[src/sv/tsta_pkg.sv]
// Shared types, constants and helper functions of the tanh/sigmoid table block.
`default_nettype none
package tsta_pkg;

	localparam int unsigned TBL_LAST = 200;
	localparam logic [14:0] ONE_Q14 = 15'd16384;
	// floor(2^22 / 50), used to divide the residual numerator by 50.
	localparam logic [33:0] RECIP50 = 34'd83886;

	typedef enum logic {
		OP_TANH    = 1'b0,
		OP_SIGMOID = 1'b1
	} tsta_op_t;

	// tanh in Q2.14 at steps of 0.04.
	localparam logic [14:0] TANH_ROM [0:TBL_LAST] = '{
		0, 655, 1308, 1957, 2599, 3234, 3858, 4471, 5071, 5656,
		6225, 6777, 7311, 7827, 8323, 8799, 9255, 9691, 10107, 10503,
		10880, 11236, 11574, 11893, 12194, 12478, 12745, 12996, 13231, 13452,
		13659, 13852, 14033, 14201, 14359, 14506, 14642, 14770, 14888, 14998,
		15101, 15196, 15284, 15366, 15442, 15512, 15578, 15638, 15695, 15746,
		15795, 15839, 15880, 15919, 15954, 15987, 16017, 16045, 16071, 16094,
		16117, 16137, 16156, 16173, 16189, 16204, 16218, 16231, 16242, 16253,
		16263, 16273, 16281, 16289, 16296, 16303, 16309, 16315, 16320, 16325,
		16330, 16334, 16338, 16341, 16345, 16348, 16350, 16353, 16355, 16358,
		16360, 16361, 16363, 16365, 16366, 16368, 16369, 16370, 16371, 16372,
		16373, 16374, 16375, 16375, 16376, 16377, 16377, 16378, 16378, 16379,
		16379, 16379, 16380, 16380, 16380, 16381, 16381, 16381, 16381, 16382,
		16382, 16382, 16382, 16382, 16382, 16383, 16383, 16383, 16383, 16383,
		16383, 16383, 16383, 16383, 16383, 16383, 16383, 16383, 16383, 16384,
		16384, 16384, 16384, 16384, 16384, 16384, 16384, 16384, 16384, 16384,
		16384, 16384, 16384, 16384, 16384, 16384, 16384, 16384, 16384, 16384,
		16384, 16384, 16384, 16384, 16384, 16384, 16384, 16384, 16384, 16384,
		16384, 16384, 16384, 16384, 16384, 16384, 16384, 16384, 16384, 16384,
		16384, 16384, 16384, 16384, 16384, 16384, 16384, 16384, 16384, 16384,
		16384, 16384, 16384, 16384, 16384, 16384, 16384, 16384, 16384, 16384,
		16384
	};

	// Stage payloads.
	typedef struct packed {
		logic        sig;
		logic        neg;
		logic [16:0] a12;
	} tsta_s1_t;

	typedef struct packed {
		logic              sig;
		logic              neg;
		logic [7:0]        idx;
		logic signed [11:0] t;
	} tsta_s2_t;

	typedef struct packed {
		logic        sig;
		logic        neg;
		logic [14:0] y;
		logic        t_neg;
		logic [16:0] n;
		logic [10:0] q_est;
	} tsta_s3_t;

	typedef struct packed {
		logic               sig;
		logic               neg;
		logic [14:0]        y;
		logic signed [11:0] r16;
	} tsta_s4_t;

	typedef struct packed {
		logic               sig;
		logic               neg;
		logic [14:0]        y;
		logic signed [11:0] r16;
		logic [28:0]        dy28;
		logic signed [31:0] u30;
	} tsta_s5_t;

	typedef struct packed {
		logic               sig;
		logic               neg;
		logic [14:0]        y;
		logic signed [31:0] u30;
		logic signed [10:0] m;
	} tsta_s6_t;

	typedef struct packed {
		logic               sig;
		logic               neg;
		logic [14:0]        y;
		logic signed [10:0] corr;
	} tsta_s7_t;

	function automatic logic [14:0] tanh_rom(input logic [7:0] idx);
		logic [14:0] val;
		if (idx > 8'(TBL_LAST)) begin
			val = ONE_Q14;
		end else begin
			val = TANH_ROM[idx];
		end
		return val;
	endfunction

	// Arithmetic shift right by 30, rounding half away from zero.
	function automatic logic signed [43:0] shr_round30(input logic signed [43:0] v);
		logic [43:0] mag;
		logic [43:0] q;
		mag = v[43] ? 44'(-v) : 44'(v);
		q = (mag + 44'd536870912) >> 30;
		return v[43] ? -$signed(q) : $signed(q);
	endfunction

endpackage
`default_nettype wire

[src/sv/tsta_in_if.sv]
// Input sample channel: valid, ready, function select and sample.
`default_nettype none
interface tsta_in_if;
	logic               valid;
	logic               ready;
	logic               op;
	logic signed [15:0] x_value;

	modport source (output valid, output op, output x_value, input ready);
	modport sink   (input valid, input op, input x_value, output ready);
endinterface
`default_nettype wire

[src/sv/tsta_out_if.sv]
// Result channel: valid, ready and the Q2.14 result.
`default_nettype none
interface tsta_out_if;
	logic               valid;
	logic               ready;
	logic signed [15:0] y_value;

	modport source (output valid, output y_value, input ready);
	modport sink   (input valid, input y_value, output ready);
endinterface
`default_nettype wire

[src/sv/tsta_index.sv]
// Magnitude, table index and raw residual stages (s1, s2).
`default_nettype none
module tsta_index (
	input  wire logic               clk,
	input  wire logic               arst_n,
	input  wire logic               en,
	input  wire logic               in_valid,
	input  wire logic               op,
	input  wire logic signed [15:0] x_value,
	output tsta_pkg::tsta_s2_t      st_s2,
	output logic                    valid_s2
);
	import tsta_pkg::*;

	logic [16:0] mag11;
	tsta_s1_t    st_in;
	tsta_s1_t    st_s1;
	logic        valid_s1;
	logic [20:0] p;
	logic [21:0] p_rnd;
	logic [9:0]  idx_raw;
	tsta_s2_t    st_next;

	// The most negative sample has magnitude 16.0, which needs the 17th bit.
	assign mag11 = x_value[15] ? (17'h10000 - {1'b0, x_value}) : {1'b0, x_value};

	always_comb begin
		st_in.sig = (op == OP_SIGMOID);
		st_in.neg = x_value[15];
		st_in.a12 = st_in.sig ? mag11 : {mag11[15:0], 1'b0};
	end

	always_comb begin
		p       = {st_s1.a12, 4'b0} + {1'b0, st_s1.a12, 3'b0} + {4'b0, st_s1.a12};
		p_rnd   = {1'b0, p} + 22'd2048;
		idx_raw = p_rnd[21:12];
		st_next.sig = st_s1.sig;
		st_next.neg = st_s1.neg;
		if (idx_raw > 10'(TBL_LAST)) begin
			// Clamped index reads 1.0, where the correction vanishes anyway.
			st_next.idx = 8'(TBL_LAST);
			st_next.t   = '0;
		end else begin
			st_next.idx = idx_raw[7:0];
			// Residual of 25*a against idx*4096 is the low field minus 2048.
			st_next.t   = $signed({~p_rnd[11], p_rnd[10:0]});
		end
	end

	always_ff @(posedge clk or negedge arst_n) begin
		if (!arst_n) begin
			valid_s1 <= 1'b0;
			valid_s2 <= 1'b0;
		end else if (en) begin
			valid_s1 <= in_valid;
			valid_s2 <= valid_s1;
		end
	end

	always_ff @(posedge clk) begin
		if (en) begin
			st_s1 <= st_in;
			st_s2 <= st_next;
		end
	end
endmodule
`default_nettype wire

[src/sv/tsta_resid.sv]
// Table read and scaled residual by division by 25 (s3, s4).
`default_nettype none
module tsta_resid (
	input  wire logic               clk,
	input  wire logic               arst_n,
	input  wire logic               en,
	input  wire tsta_pkg::tsta_s2_t st_s2,
	input  wire logic               valid_s2,
	output tsta_pkg::tsta_s4_t      st_s4,
	output logic                    valid_s4
);
	import tsta_pkg::*;

	logic [11:0] t_abs;
	logic [33:0] q_prod;
	tsta_s3_t    st_next3;
	tsta_s3_t    st_s3;
	logic        valid_s3;
	logic [16:0] rem;
	logic [10:0] q;
	tsta_s4_t    st_next4;

	always_comb begin
		t_abs = st_s2.t[11] ? 12'(-st_s2.t) : 12'(st_s2.t);
		st_next3.sig   = st_s2.sig;
		st_next3.neg   = st_s2.neg;
		st_next3.y     = tanh_rom(st_s2.idx);
		st_next3.t_neg = st_s2.t[11];
		// Rounded 16*|t|/25 is floor((32*|t| + 25) / 50).
		st_next3.n     = {t_abs, 5'b0} + 17'd25;
		q_prod         = 34'(st_next3.n) * RECIP50;
		st_next3.q_est = q_prod[32:22];
	end

	always_comb begin
		// The reciprocal estimate is low by at most one.
		rem = st_s3.n - 17'(st_s3.q_est * 17'd50);
		q   = (rem >= 17'd50) ? (st_s3.q_est + 11'd1) : st_s3.q_est;
		st_next4.sig = st_s3.sig;
		st_next4.neg = st_s3.neg;
		st_next4.y   = st_s3.y;
		st_next4.r16 = st_s3.t_neg ? -$signed({1'b0, q}) : $signed({1'b0, q});
	end

	always_ff @(posedge clk or negedge arst_n) begin
		if (!arst_n) begin
			valid_s3 <= 1'b0;
			valid_s4 <= 1'b0;
		end else if (en) begin
			valid_s3 <= valid_s2;
			valid_s4 <= valid_s3;
		end
	end

	always_ff @(posedge clk) begin
		if (en) begin
			st_s3 <= st_next3;
			st_s4 <= st_next4;
		end
	end
endmodule
`default_nettype wire

[src/sv/tsta_correct.sv]
// Correction term r*(1-y^2)*(1-y*r) over three multiply stages (s5, s6, s7).
`default_nettype none
module tsta_correct (
	input  wire logic               clk,
	input  wire logic               arst_n,
	input  wire logic               en,
	input  wire tsta_pkg::tsta_s4_t st_s4,
	input  wire logic               valid_s4,
	output tsta_pkg::tsta_s7_t      st_s7,
	output logic                    valid_s7
);
	import tsta_pkg::*;

	logic [29:0]        yy;
	logic signed [27:0] yr;
	tsta_s5_t           st_next5;
	tsta_s5_t           st_s5;
	logic               valid_s5;
	logic signed [43:0] p1;
	logic signed [43:0] m_full;
	tsta_s6_t           st_next6;
	tsta_s6_t           st_s6;
	logic               valid_s6;
	logic signed [43:0] p2;
	logic signed [43:0] c_full;
	tsta_s7_t           st_next7;

	always_comb begin
		yy = 30'(st_s4.y) * 30'(st_s4.y);
		yr = $signed({13'd0, st_s4.y}) * 28'(st_s4.r16);
		st_next5.sig  = st_s4.sig;
		st_next5.neg  = st_s4.neg;
		st_next5.y    = st_s4.y;
		st_next5.r16  = st_s4.r16;
		st_next5.dy28 = 29'(30'h1000_0000 - yy);
		st_next5.u30  = 32'sh4000_0000 - 32'(yr);
	end

	always_comb begin
		p1     = 44'(st_s5.r16) * $signed({15'd0, st_s5.dy28});
		m_full = shr_round30(p1);
		st_next6.sig = st_s5.sig;
		st_next6.neg = st_s5.neg;
		st_next6.y   = st_s5.y;
		st_next6.u30 = st_s5.u30;
		st_next6.m   = m_full[10:0];
	end

	always_comb begin
		p2     = 44'(st_s6.m) * 44'(st_s6.u30);
		c_full = shr_round30(p2);
		st_next7.sig  = st_s6.sig;
		st_next7.neg  = st_s6.neg;
		st_next7.y    = st_s6.y;
		st_next7.corr = c_full[10:0];
	end

	always_ff @(posedge clk or negedge arst_n) begin
		if (!arst_n) begin
			valid_s5 <= 1'b0;
			valid_s6 <= 1'b0;
			valid_s7 <= 1'b0;
		end else if (en) begin
			valid_s5 <= valid_s4;
			valid_s6 <= valid_s5;
			valid_s7 <= valid_s6;
		end
	end

	always_ff @(posedge clk) begin
		if (en) begin
			st_s5 <= st_next5;
			st_s6 <= st_next6;
			st_s7 <= st_next7;
		end
	end
endmodule
`default_nettype wire

[src/sv/tanh_sigmoid_table_approx_top.sv]
// A sample enters stage s1 on transfer; its result leaves from output stage s8.
// Throughput: one sample per cycle unless stalled; the eight stages advance together.
// The pipeline holds in place while a result waits on a low ready at the output.
// The two 30-bit-scale multiplies of the correction set the stage depth.
// Reset clears every stage valid bit; no result is pending after reset.
`default_nettype none
module tanh_sigmoid_table_approx_top (
	input  wire logic clk,
	input  wire logic arst_n,
	tsta_in_if.sink   sample,
	tsta_out_if.source result
);
	import tsta_pkg::*;

	logic               en;
	tsta_s2_t           st_s2;
	logic               valid_s2;
	tsta_s4_t           st_s4;
	logic               valid_s4;
	tsta_s7_t           st_s7;
	logic               valid_s7;
	logic signed [16:0] v;
	logic [14:0]        sat;
	logic signed [15:0] s;
	logic [16:0]        sig_sum;
	logic signed [15:0] res;
	logic               valid_s8;
	logic signed [15:0] y_s8;

	// The whole pipe moves when the output stage is empty or its result transfers.
	assign en           = !valid_s8 || result.ready;
	assign sample.ready = en;

	tsta_index u_index (
		.clk      (clk),
		.arst_n   (arst_n),
		.en       (en),
		.in_valid (sample.valid),
		.op       (sample.op),
		.x_value  (sample.x_value),
		.st_s2    (st_s2),
		.valid_s2 (valid_s2)
	);

	tsta_resid u_resid (
		.clk      (clk),
		.arst_n   (arst_n),
		.en       (en),
		.st_s2    (st_s2),
		.valid_s2 (valid_s2),
		.st_s4    (st_s4),
		.valid_s4 (valid_s4)
	);

	tsta_correct u_correct (
		.clk      (clk),
		.arst_n   (arst_n),
		.en       (en),
		.st_s4    (st_s4),
		.valid_s4 (valid_s4),
		.st_s7    (st_s7),
		.valid_s7 (valid_s7)
	);

	always_comb begin
		v = $signed({2'b00, st_s7.y}) + 17'(st_s7.corr);
		if (v < 0) begin
			sat = '0;
		end else if (v > $signed({2'b00, ONE_Q14})) begin
			sat = ONE_Q14;
		end else begin
			sat = v[14:0];
		end
		s = st_s7.neg ? -$signed({1'b0, sat}) : $signed({1'b0, sat});
		// Sigmoid is one half plus half the tanh, rounded half up.
		sig_sum = 17'(ONE_Q14) + 17'(s) + 17'd1;
		res = st_s7.sig ? $signed(sig_sum[16:1]) : s;
	end

	always_ff @(posedge clk or negedge arst_n) begin
		if (!arst_n) begin
			valid_s8 <= 1'b0;
		end else if (en) begin
			valid_s8 <= valid_s7;
		end
	end

	always_ff @(posedge clk) begin
		if (en) begin
			y_s8 <= res;
		end
	end

	assign result.valid   = valid_s8;
	assign result.y_value = y_s8;
endmodule
`default_nettype wire

[src/flat_wrapper.sv]
// flat-port wrapper written by rule: the top's interface ports become plain ports
module tanh_sigmoid_table_approx_top_flat import tsta_pkg::*;
  (clk, arst_n, sample_valid, sample_op, sample_x_value, sample_ready, result_valid, result_y_value, result_ready);
  tsta_in_if sample_i ();
  tsta_out_if result_i ();
  input  wire logic clk;
  input  wire logic arst_n;
  input wire logic [$bits(sample_i.valid)-1:0] sample_valid;
  input wire logic [$bits(sample_i.op)-1:0] sample_op;
  input wire logic [$bits(sample_i.x_value)-1:0] sample_x_value;
  output wire logic [$bits(sample_i.ready)-1:0] sample_ready;
  output wire logic [$bits(result_i.valid)-1:0] result_valid;
  output wire logic [$bits(result_i.y_value)-1:0] result_y_value;
  input wire logic [$bits(result_i.ready)-1:0] result_ready;
  assign sample_i.valid = sample_valid;
  assign sample_i.op = sample_op;
  assign sample_i.x_value = sample_x_value;
  assign sample_ready = sample_i.ready;
  assign result_valid = result_i.valid;
  assign result_y_value = result_i.y_value;
  assign result_i.ready = result_ready;
  tanh_sigmoid_table_approx_top u_core (.clk(clk), .arst_n(arst_n), .sample(sample_i), .result(result_i));
endmodule
[config.mk]
export PLATFORM = sky130hd
export DESIGN_NAME = tanh_sigmoid_table_approx_top_flat
export DESIGN_NICKNAME = d
export VERILOG_FILES = /design/src/sv/tsta_pkg.sv /design/src/sv/tsta_in_if.sv /design/src/sv/tsta_out_if.sv /design/src/sv/tsta_index.sv /design/src/sv/tsta_resid.sv /design/src/sv/tsta_correct.sv /design/src/sv/tanh_sigmoid_table_approx_top.sv /design/src/flat_wrapper.sv
export SDC_FILE = /design/constraint.sdc
export NUM_CORES = 2
export LEC_CHECK = 0
export BUFFER_PORTS_ARGS = -buffer_cell sky130_fd_sc_hd__buf_2
export CAP_MARGIN = 20
export CORE_MARGIN = 8
export CORE_UTILIZATION = 68
export CTS_BUF_LIST = sky130_fd_sc_hd__clkbuf_4
export DETAILED_ROUTE_END_ITERATION = 8
export HOLD_SLACK_MARGIN = 0.03
export MAX_ROUTING_LAYER = met4
export PLACE_DENSITY = 0.86
export SYNTH_ARGS = -nofsm -noshare
export SYNTH_HDL_FRONTEND = slang
export SYNTH_SLANG_ARGS = --single-unit
[constraint.sdc]
create_clock -name clk -period 11.7 [get_ports clk]
set_clock_uncertainty 0.2 [all_clocks]
set_input_delay 0 -clock clk [delete_from_list [all_inputs] [get_ports clk]]
set_output_delay 0 -clock clk [all_outputs]
set_load 0.05 [all_outputs]
# [Word level (Yosys, flattened, before mapping)]
# Memory sizes are Yosys's and may differ from the RTL's. A register that Yosys moved wholly into a read port is not among the register bits.
# Index checks and enable logic that the tools add are counted.
[word_totals] ff_bits=303 latch_bits=0 mem_bits_rw=0 romBits=3840 in_bits=21 out_inout_bits=18 elab_cells=92 n_memories=1
[mem_list] memory="(no name shown)" words=256 word_bits=15 rd=1 rd_ports_with_merged_regs=1 write_ports=0 line="tsta_pkg.sv:99" rtl="val = TANH_ROM[idx];"
[classes] add_sub_neg=21 multipliers=6 div_mod_pow=0 n_lt_le_gt_ge=5 n_eq_ne=0 shift=0 mux=13 n_bitwise=2 n_reduce_logical=2
[op_table] cell="adder 41 x 30 -> 41 bit, second input constant" count=2
[op_table] cell="2-to-1 mux 41 bit" count=2
[op_table] cell="negation 41 bit" count=2
[op_table] cell="2-to-1 mux 11 bit" count=4
[op_table] cell="multiplier 11 x 32 -> 43 bit" count=1
[op_table] cell="multiplier 12 x 30 -> 42 bit" count=1
[op_table] cell="2-to-1 mux 17 bit" count=2
[op_table] cell="multiplier 17 x 16 -> 32 bit, second input constant" count=1
[op_table] cell="2-to-1 mux 16 bit" count=2
[op_table] cell="subtractor 32 x 28 -> 32 bit, first input constant" count=1
[op_table] cell="2-to-1 mux 15 bit" count=2
[op_table] cell="multiplier 15 x 15 -> 29 bit" count=1
[op_table] cell="subtractor 29 bit, first input constant" count=1
[op_table] cell="multiplier 16 x 12 -> 28 bit" count=1
[op_table] cell="adder 21 x 12 -> 22 bit, second input constant" count=1
[op_table] cell="negation 11 bit" count=2
[op_table] cell="adder 21 x 17 -> 21 bit" count=1
[op_table] cell="adder 21 x 20 -> 21 bit" count=1
[op_table] cell="adder 16 x 11 -> 17 bit" count=1
[op_table] cell="adder 16 x 16 -> 17 bit, first input constant" count=1
[op_table] cell="adder 17 x 1 -> 17 bit, second input constant" count=1
[op_table] cell="adder 17 x 5 -> 17 bit, second input constant" count=1
[op_table] cell=">= comparator 17 x 6 -> 1 bit, second input constant" count=1
[op_table] cell="greater-than comparator 17 x 16 -> 1 bit, second input constant" count=1
[op_table] cell="other kinds (15)" count=15

# [Depth between registers and ports, before layout]
[depth] word_depth=9 ltp_mapped=36

# [Modules after synthesis]
# Synthesis repeated with hierarchy kept, for this count alone.
[unflattened] hier_cells=6496 hier_area_um2=60837.1
[modules_own_cells] module="tsta_correct" n_inst=1 cells_per_inst=4733 area_each_um2=44114.8 seq_area_each_um2=5360.1
[modules_own_cells] module="tsta_resid" n_inst=1 cells_per_inst=1140 area_each_um2=10536.4 seq_area_each_um2=2152.1
[modules_own_cells] module="tsta_index" n_inst=1 cells_per_inst=292 area_each_um2=3394.5 seq_area_each_um2=1281.2
[modules_own_cells] module="tanh_sigmoid_table_approx_top" n_inst=1 cells_per_inst=331 area_each_um2=2791.4 seq_area_each_um2=505.5

# [Worst setup path before layout]
# Ideal clock, no wire load.
[synth_timing] kind="reg2reg" startpoint="reg u_core.valid_s8, in the netlist u_core.result.valid" endpoint="reg u_core.u_correct.valid_s5" setup_ps=114 t_arrival_ps=10765 t_required_ps=11386 setup_slack_ps=622 path_stages_with_launch=4 path_buffers=1 period_less_slack_ps=11078 path_cell_list="dfrtp_1 -> nand2b_1 -> clkbuf_1 -> mux2_2"
[synth_via] elab_chain_cells=2
[synth_rtl] item="start: declaration" line="tanh_sigmoid_table_approx_top.sv:27" rtl="logic valid_s8;"
[synth_rtl] item="start signal: assignment" line="tanh_sigmoid_table_approx_top.sv:84" rtl="valid_s8 <= valid_s7;"
[synth_rtl] item="logical NOT 1 bit" line="tanh_sigmoid_table_approx_top.sv:31" rtl="assign en = !valid_s8 || result.ready;"
[synth_rtl] item="logical OR 1 bit" line="tanh_sigmoid_table_approx_top.sv:31"
[synth_rtl] item="named net sample_ready" line="flat_wrapper.sv:11" rtl="output wire logic [$bits(sample_i.ready)-1:0] sample_ready;"
[synth_rtl] item="end signal: assignment" line="tsta_correct.sv:64" rtl="valid_s5 <= valid_s4;"
[synth_rtl] item="end: declaration" line="tsta_correct.sv:18" rtl="logic valid_s5;"
# The timed path passes the listed nets, and every way through them passes these cells.
# A chain may end at the register's enable or synchronous reset.

# [Final worst setup path]
[layout_timing] startpoint="reg u_core.u_correct.st_s6[10] (netlist bit)" endpoint="reg, netlist name u_core.u_correct.st_s7[6]"
[layout_via] elab_chain_cells=6
[layout_rtl] item="start: declaration" line="tsta_correct.sv:22" rtl="tsta_s6_t st_s6;"
[layout_rtl] item="start signal: assignment" line="tsta_correct.sv:73" rtl="st_s6 <= st_next6;"
[layout_rtl] item="multiplier 11 x 32 -> 43 bit *" line="tsta_correct.sv:50" rtl="p2 = 44'(st_s6.m) * 44'(st_s6.u30);"
[layout_rtl] item="negation 41 bit" line="tsta_pkg.sv:108" rtl="mag = v[43] ? 44'(-v) : 44'(v);"
[layout_rtl] item="2-to-1 mux 41 bit" line="tsta_pkg.sv:108"
[layout_rtl] item="adder 41 x 30 -> 41 bit" line="tsta_pkg.sv:109" rtl="q = (mag + 44'd536870912) >> 30;"
[layout_rtl] item="negation 11 bit" line="tsta_pkg.sv:110" rtl="return v[43] ? -$signed(q) : $signed(q);"
[layout_rtl] item="2-to-1 mux 11 bit *" line="tsta_pkg.sv:110"
[layout_rtl] item="named net u_core.u_correct.c_full[6]" line="tsta_correct.sv:25" rtl="logic signed [43:0] c_full;"
# Mark *: on every way through the listed nets, which the timed path passes. The rest lies on a longest branch.

==> metrics.sh <==
HOLD_PATH.CLASS='in2reg'
SYNTHARSTFLOPSHARE_PCT=2.57
CLOCK_TREE_FROM_TRITONCTS='done'
DRC=0
SLEW_HEADROOM_PCT=20.0
POSTCTSHOLDBUFS=63
PLACE.GP.CONGESTION=0.927
FINALSETUPTNS_PS=0
WORST_PIN_SLEW_PS=1200
GRT_START_MAX_NET_PINS=82
STARTPOINT='u_core.u_correct.st_s6[10]$_DFFE_PP_'
POST_CTS_RESIZE_COUNT=0
WORST_SETUP_PATH_ENDPOINT='u_core.u_correct.st_s7[6]$_DFFE_PP_'
SYNTHESIZED_NET_COUNT=8174
OUTCOME='completed'
START_UTIL_PCT=68.5
TIMING.CRITICAL_PATH.FANOUT_MAX=23
TOTAL_TRACK_USAGE_PCT=30.3
LAYOUT_MIN_CYCLE_TIME_PS=10450
TIMING.CRITICAL_PATH.TO_TYPE='flip-flop'
AREA_GROWTH_FROM_SYNTHESIS_TO_LAYOUT_PCT=4.99
YS.WARNINGS.COUNT=0
PLACEABLECOREAREA_UM2=88200
DETAILED_PLACE.AREA_UM2=61500
DETAIL_ROUTE.FIRST_PASS.ITERATIONS=5
WORST_SETUP_PATH_CATEGORY='reg2reg'
COUNT_OF_BUFFERS_ADDED_BY_POST_CTS_TIMING_REPAIR_FOR_SETUP=0
CTSROOTBUFFERMASTER='clkbuf_4'
REGISTER_TO_REGISTER_SETUP_SLACK_PS=1250
YS_SEQ_AREA_SHARE_PCT=15.4
RSZ0062_AT_GRT='false'
PORT_BUFFERS=38
WORSTSKEWPAIRLATENCY_PS=900
DRT_FIRST_ITER_VIOLATIONS=3962
CRIT_SHARE_POST_ROUTE_PCT=89.3
FINAL_ANTENNA_NET_COUNT=0
FINALMAXSLEWVIOLATIONS=0
REGTOREGENDPOINT='u_core.u_correct.st_s7[6]$_DFFE_PP_'
CTS_MAX_LEVEL=3
CRITICAL_PATH.SLOWEST_CELL='inv_1'
CELL_ROWS=109
FINALSETUPVIOLCOUNT=0
VIAS_AFTER_DETAILED_ROUTING=45900
SYN-INSTANCE-COUNT=6545
CTS_SINKS=311
REG2REG_DEPTH=31
MAX-CLOCK-PATH-BUFFERS=3
SYNTH-SEQ-CELLS=311
ROUTE.DETAILED.VIAS_PER_INST=5.93
TOTAL_NON_FILLER_CELL_AREA_IN_THE_FINISHED_LAYOUT_UM2=63400
BOUNDARYPINS=39
GRT_ANTENNA_BEFORE_REPAIR=3
MAXCAPVIOLATIONS=0
CRITICAL_PATH.MAX_STAGE_DELAY_PS=730
FINISH.NET_COUNT=8151
YS.FLOP_TYPE='edfxtp_1'
FIRST_PASS_GRT_WIRE_LENGTH_MM=239
GLOBALROUTE.TOTALOVERFLOW=0
ROUTEDWLPERCELL_UM=18.7
DP_HPWL_MM=111
MAX_FREQ_MHz=95.7
VIAS_IN_THE_FIRST_GLOBAL_ROUTE=49300
FINALHOLDVIOLCOUNT=0
DIE_WIDTH_UM=314
TOTALWIRELENGTH_MM=145
NETLIST-CELL-TYPE-COUNT=107
LAYOUT-DRIVE-GT1-SHARE_PCT=4.33
MAPPEDNETLISTAREA_UM2=60400
CTS_BUFFER_COUNT=84
DIE_AREA_UM2=98600
WORST_SETUP_HOLD_PATH_CLK_SLEW_PS=70
CRIT_PATH_FREQUENT_CELL='fa_1'
DIE_HEIGHT_UM=314
WORST_EP_REQUIRED_TIME_PS=12160
CRITICAL_PATH.REG2REG.STARTPOINT='u_core.u_correct.st_s6[10]$_DFFE_PP_'
EDFF_COUNT_SYNTH=303
SYN_AVG_CELL_AREA_UM2=9.23
CP-START-KIND='flip-flop'
CRIT_ARRIVAL_PS=10900
how the worst min path moves through the flow:
stage,start,to,cells after the start
floorplan,arst_n,u_core.result.valid$_DFFE_PN0P_,0
global placement,arst_n,u_core.u_index.valid_s1$_DFFE_PN0P_,1
detailed placement,arst_n,u_core.u_index.valid_s1$_DFFE_PN0P_,1
CTS,sample_x_value[13],u_core.u_index.st_s1[14]$_DFFE_PP_,6
global route,sample_x_value[13],u_core.u_index.st_s1[14]$_DFFE_PP_,6
finish,sample_x_value[13],u_core.u_index.st_s1[14]$_DFFE_PP_,6
registers in the layout, indices dropped and copies added (netlist names), 2 cells and up:
| name | count |
|---|---|
| u_core.result.y_value | 16 |
| u_core.u_correct.st_next6 | 49 |
| u_core.u_correct.st_next7 | 17 |
| u_core.u_correct.st_s5 | 39 |
| u_core.u_correct.st_s6 | 43 |
| u_core.u_correct.st_s7 | 28 |
| u_core.u_index.st_next | 2 |
| u_core.u_index.st_s1 | 17 |
| u_core.u_index.st_s2 | 22 |
| u_core.u_resid.st_next4 | 17 |
| u_core.u_resid.st_s3 | 24 |
| u_core.u_resid.st_s4 | 29 |
layout make-up:
type	instances	area, um2
multi-input combinational	4650	45200
sequential	311	9300
clock buffer	108	811
tap	1165	1460
timing repair buffer	154	1450
clock inverter	34	263
inverter	1321	4960
fill	6127	24800
antenna	8	20.0
cells in the mapped netlist (all sizes together) (20+ instances only):
library cell  count  area share, %
and3             37           0.38
clkbuf          241            1.5
buf              22           0.16
nand2b           71           0.74
nor2            267            1.7
or2              20           0.22
o211ai           29           0.36
o21ai           191            1.6
o31ai            33           0.42
nand2           732            4.6
edfxtp          303             15
a21oi           212            1.8
nand3            64           0.53
xor2             84            1.2
inv            1320            8.2
a31oi            29           0.31
a21o             40           0.50
and2            396            4.1
fa              963             32
nor3             88           0.73
xnor2           196            2.8
nor4             22           0.26
o21a             44           0.55
or3              36           0.37
a211oi           46           0.58
nor2b            64           0.66
nand4            24           0.25
mux2i            25           0.41
ha              645             13
metal layers:
layer	GRT usage (%)	part of all wire [%]	up-vias
met5	-	0	-
li1	-	-	20900
met3	5.32	8.0	514
met2	50.9	49	2044
met4	11.8	3.9	0
met1	36.6	39	22500
through the flow:
| stage | cells | utilization (%) | worst slack, ps | hold slack (ps) |
|---|---|---|---|---|
| after global routing | 7748 | 71.9 | 533 | 109 |
| final | 7751 | 71.9 | 1250 | 127 |
| after CTS | 7733 | 71.6 | 1370 | 35.3 |
| after floorplan | 6545 | - | 622 | -496 |
| after detailed placement | 7528 | 69.6 | 1410 | -346 |
| after global placement | 7524 | 69.5 | 1510 | -355 |
cell usage in the layout (no fill, tap or decap), types with 64 or more instances in the layout:
cell	synthesis	routed
o21ai_0	180	180
fa_1	963	963
nand2_1	731	731
nor2_1	267	267
ha_1	645	645
clkbuf_4	0	108
nor2b_1	64	64
a21oi_1	209	209
xor2_1	84	84
nand3_1	64	64
inv_1	1320	1320
nand2b_1	71	70
and2_1	396	396
edfxtp_1	303	303
xnor2_1	196	196
nor3_1	88	87
cells by family (layout without fill, tap and decap cells):
| group | count (synthesis) | after routing | share of synthesized area, % |
|---|---|---|---|
| AND/OR/NAND/NOR | 1894 | 1894 | 15.5 |
| flip-flops | 311 | 311 | 15.4 |
| AO/OA/AOI/OAI | 828 | 828 | 9.15 |
| adder cells (fa/ha/maj) | 1609 | 1609 | 45.3 |
| buffers and inverters | 1584 | 1617 | 9.86 |
| multiplexers | 39 | 39 | 0.694 |
| XOR/XNOR | 280 | 280 | 4.06 |
| other | 0 | 8 | 0 |
critical path, delay by kind of cell, from the launching register on:
family	cells	cell delay [ps]
flip-flops	1	530
AO/OA/AOI/OAI	10	2940
adder cells (fa/ha/maj)	7	3320
buffers and inverters	4	980
XOR/XNOR	3	650
AND/OR/NAND/NOR	7	1610
Power is left out: the tool's default activity adds up to more than one toggle a clock period on the data nets, which glitch-free logic cannot reach.
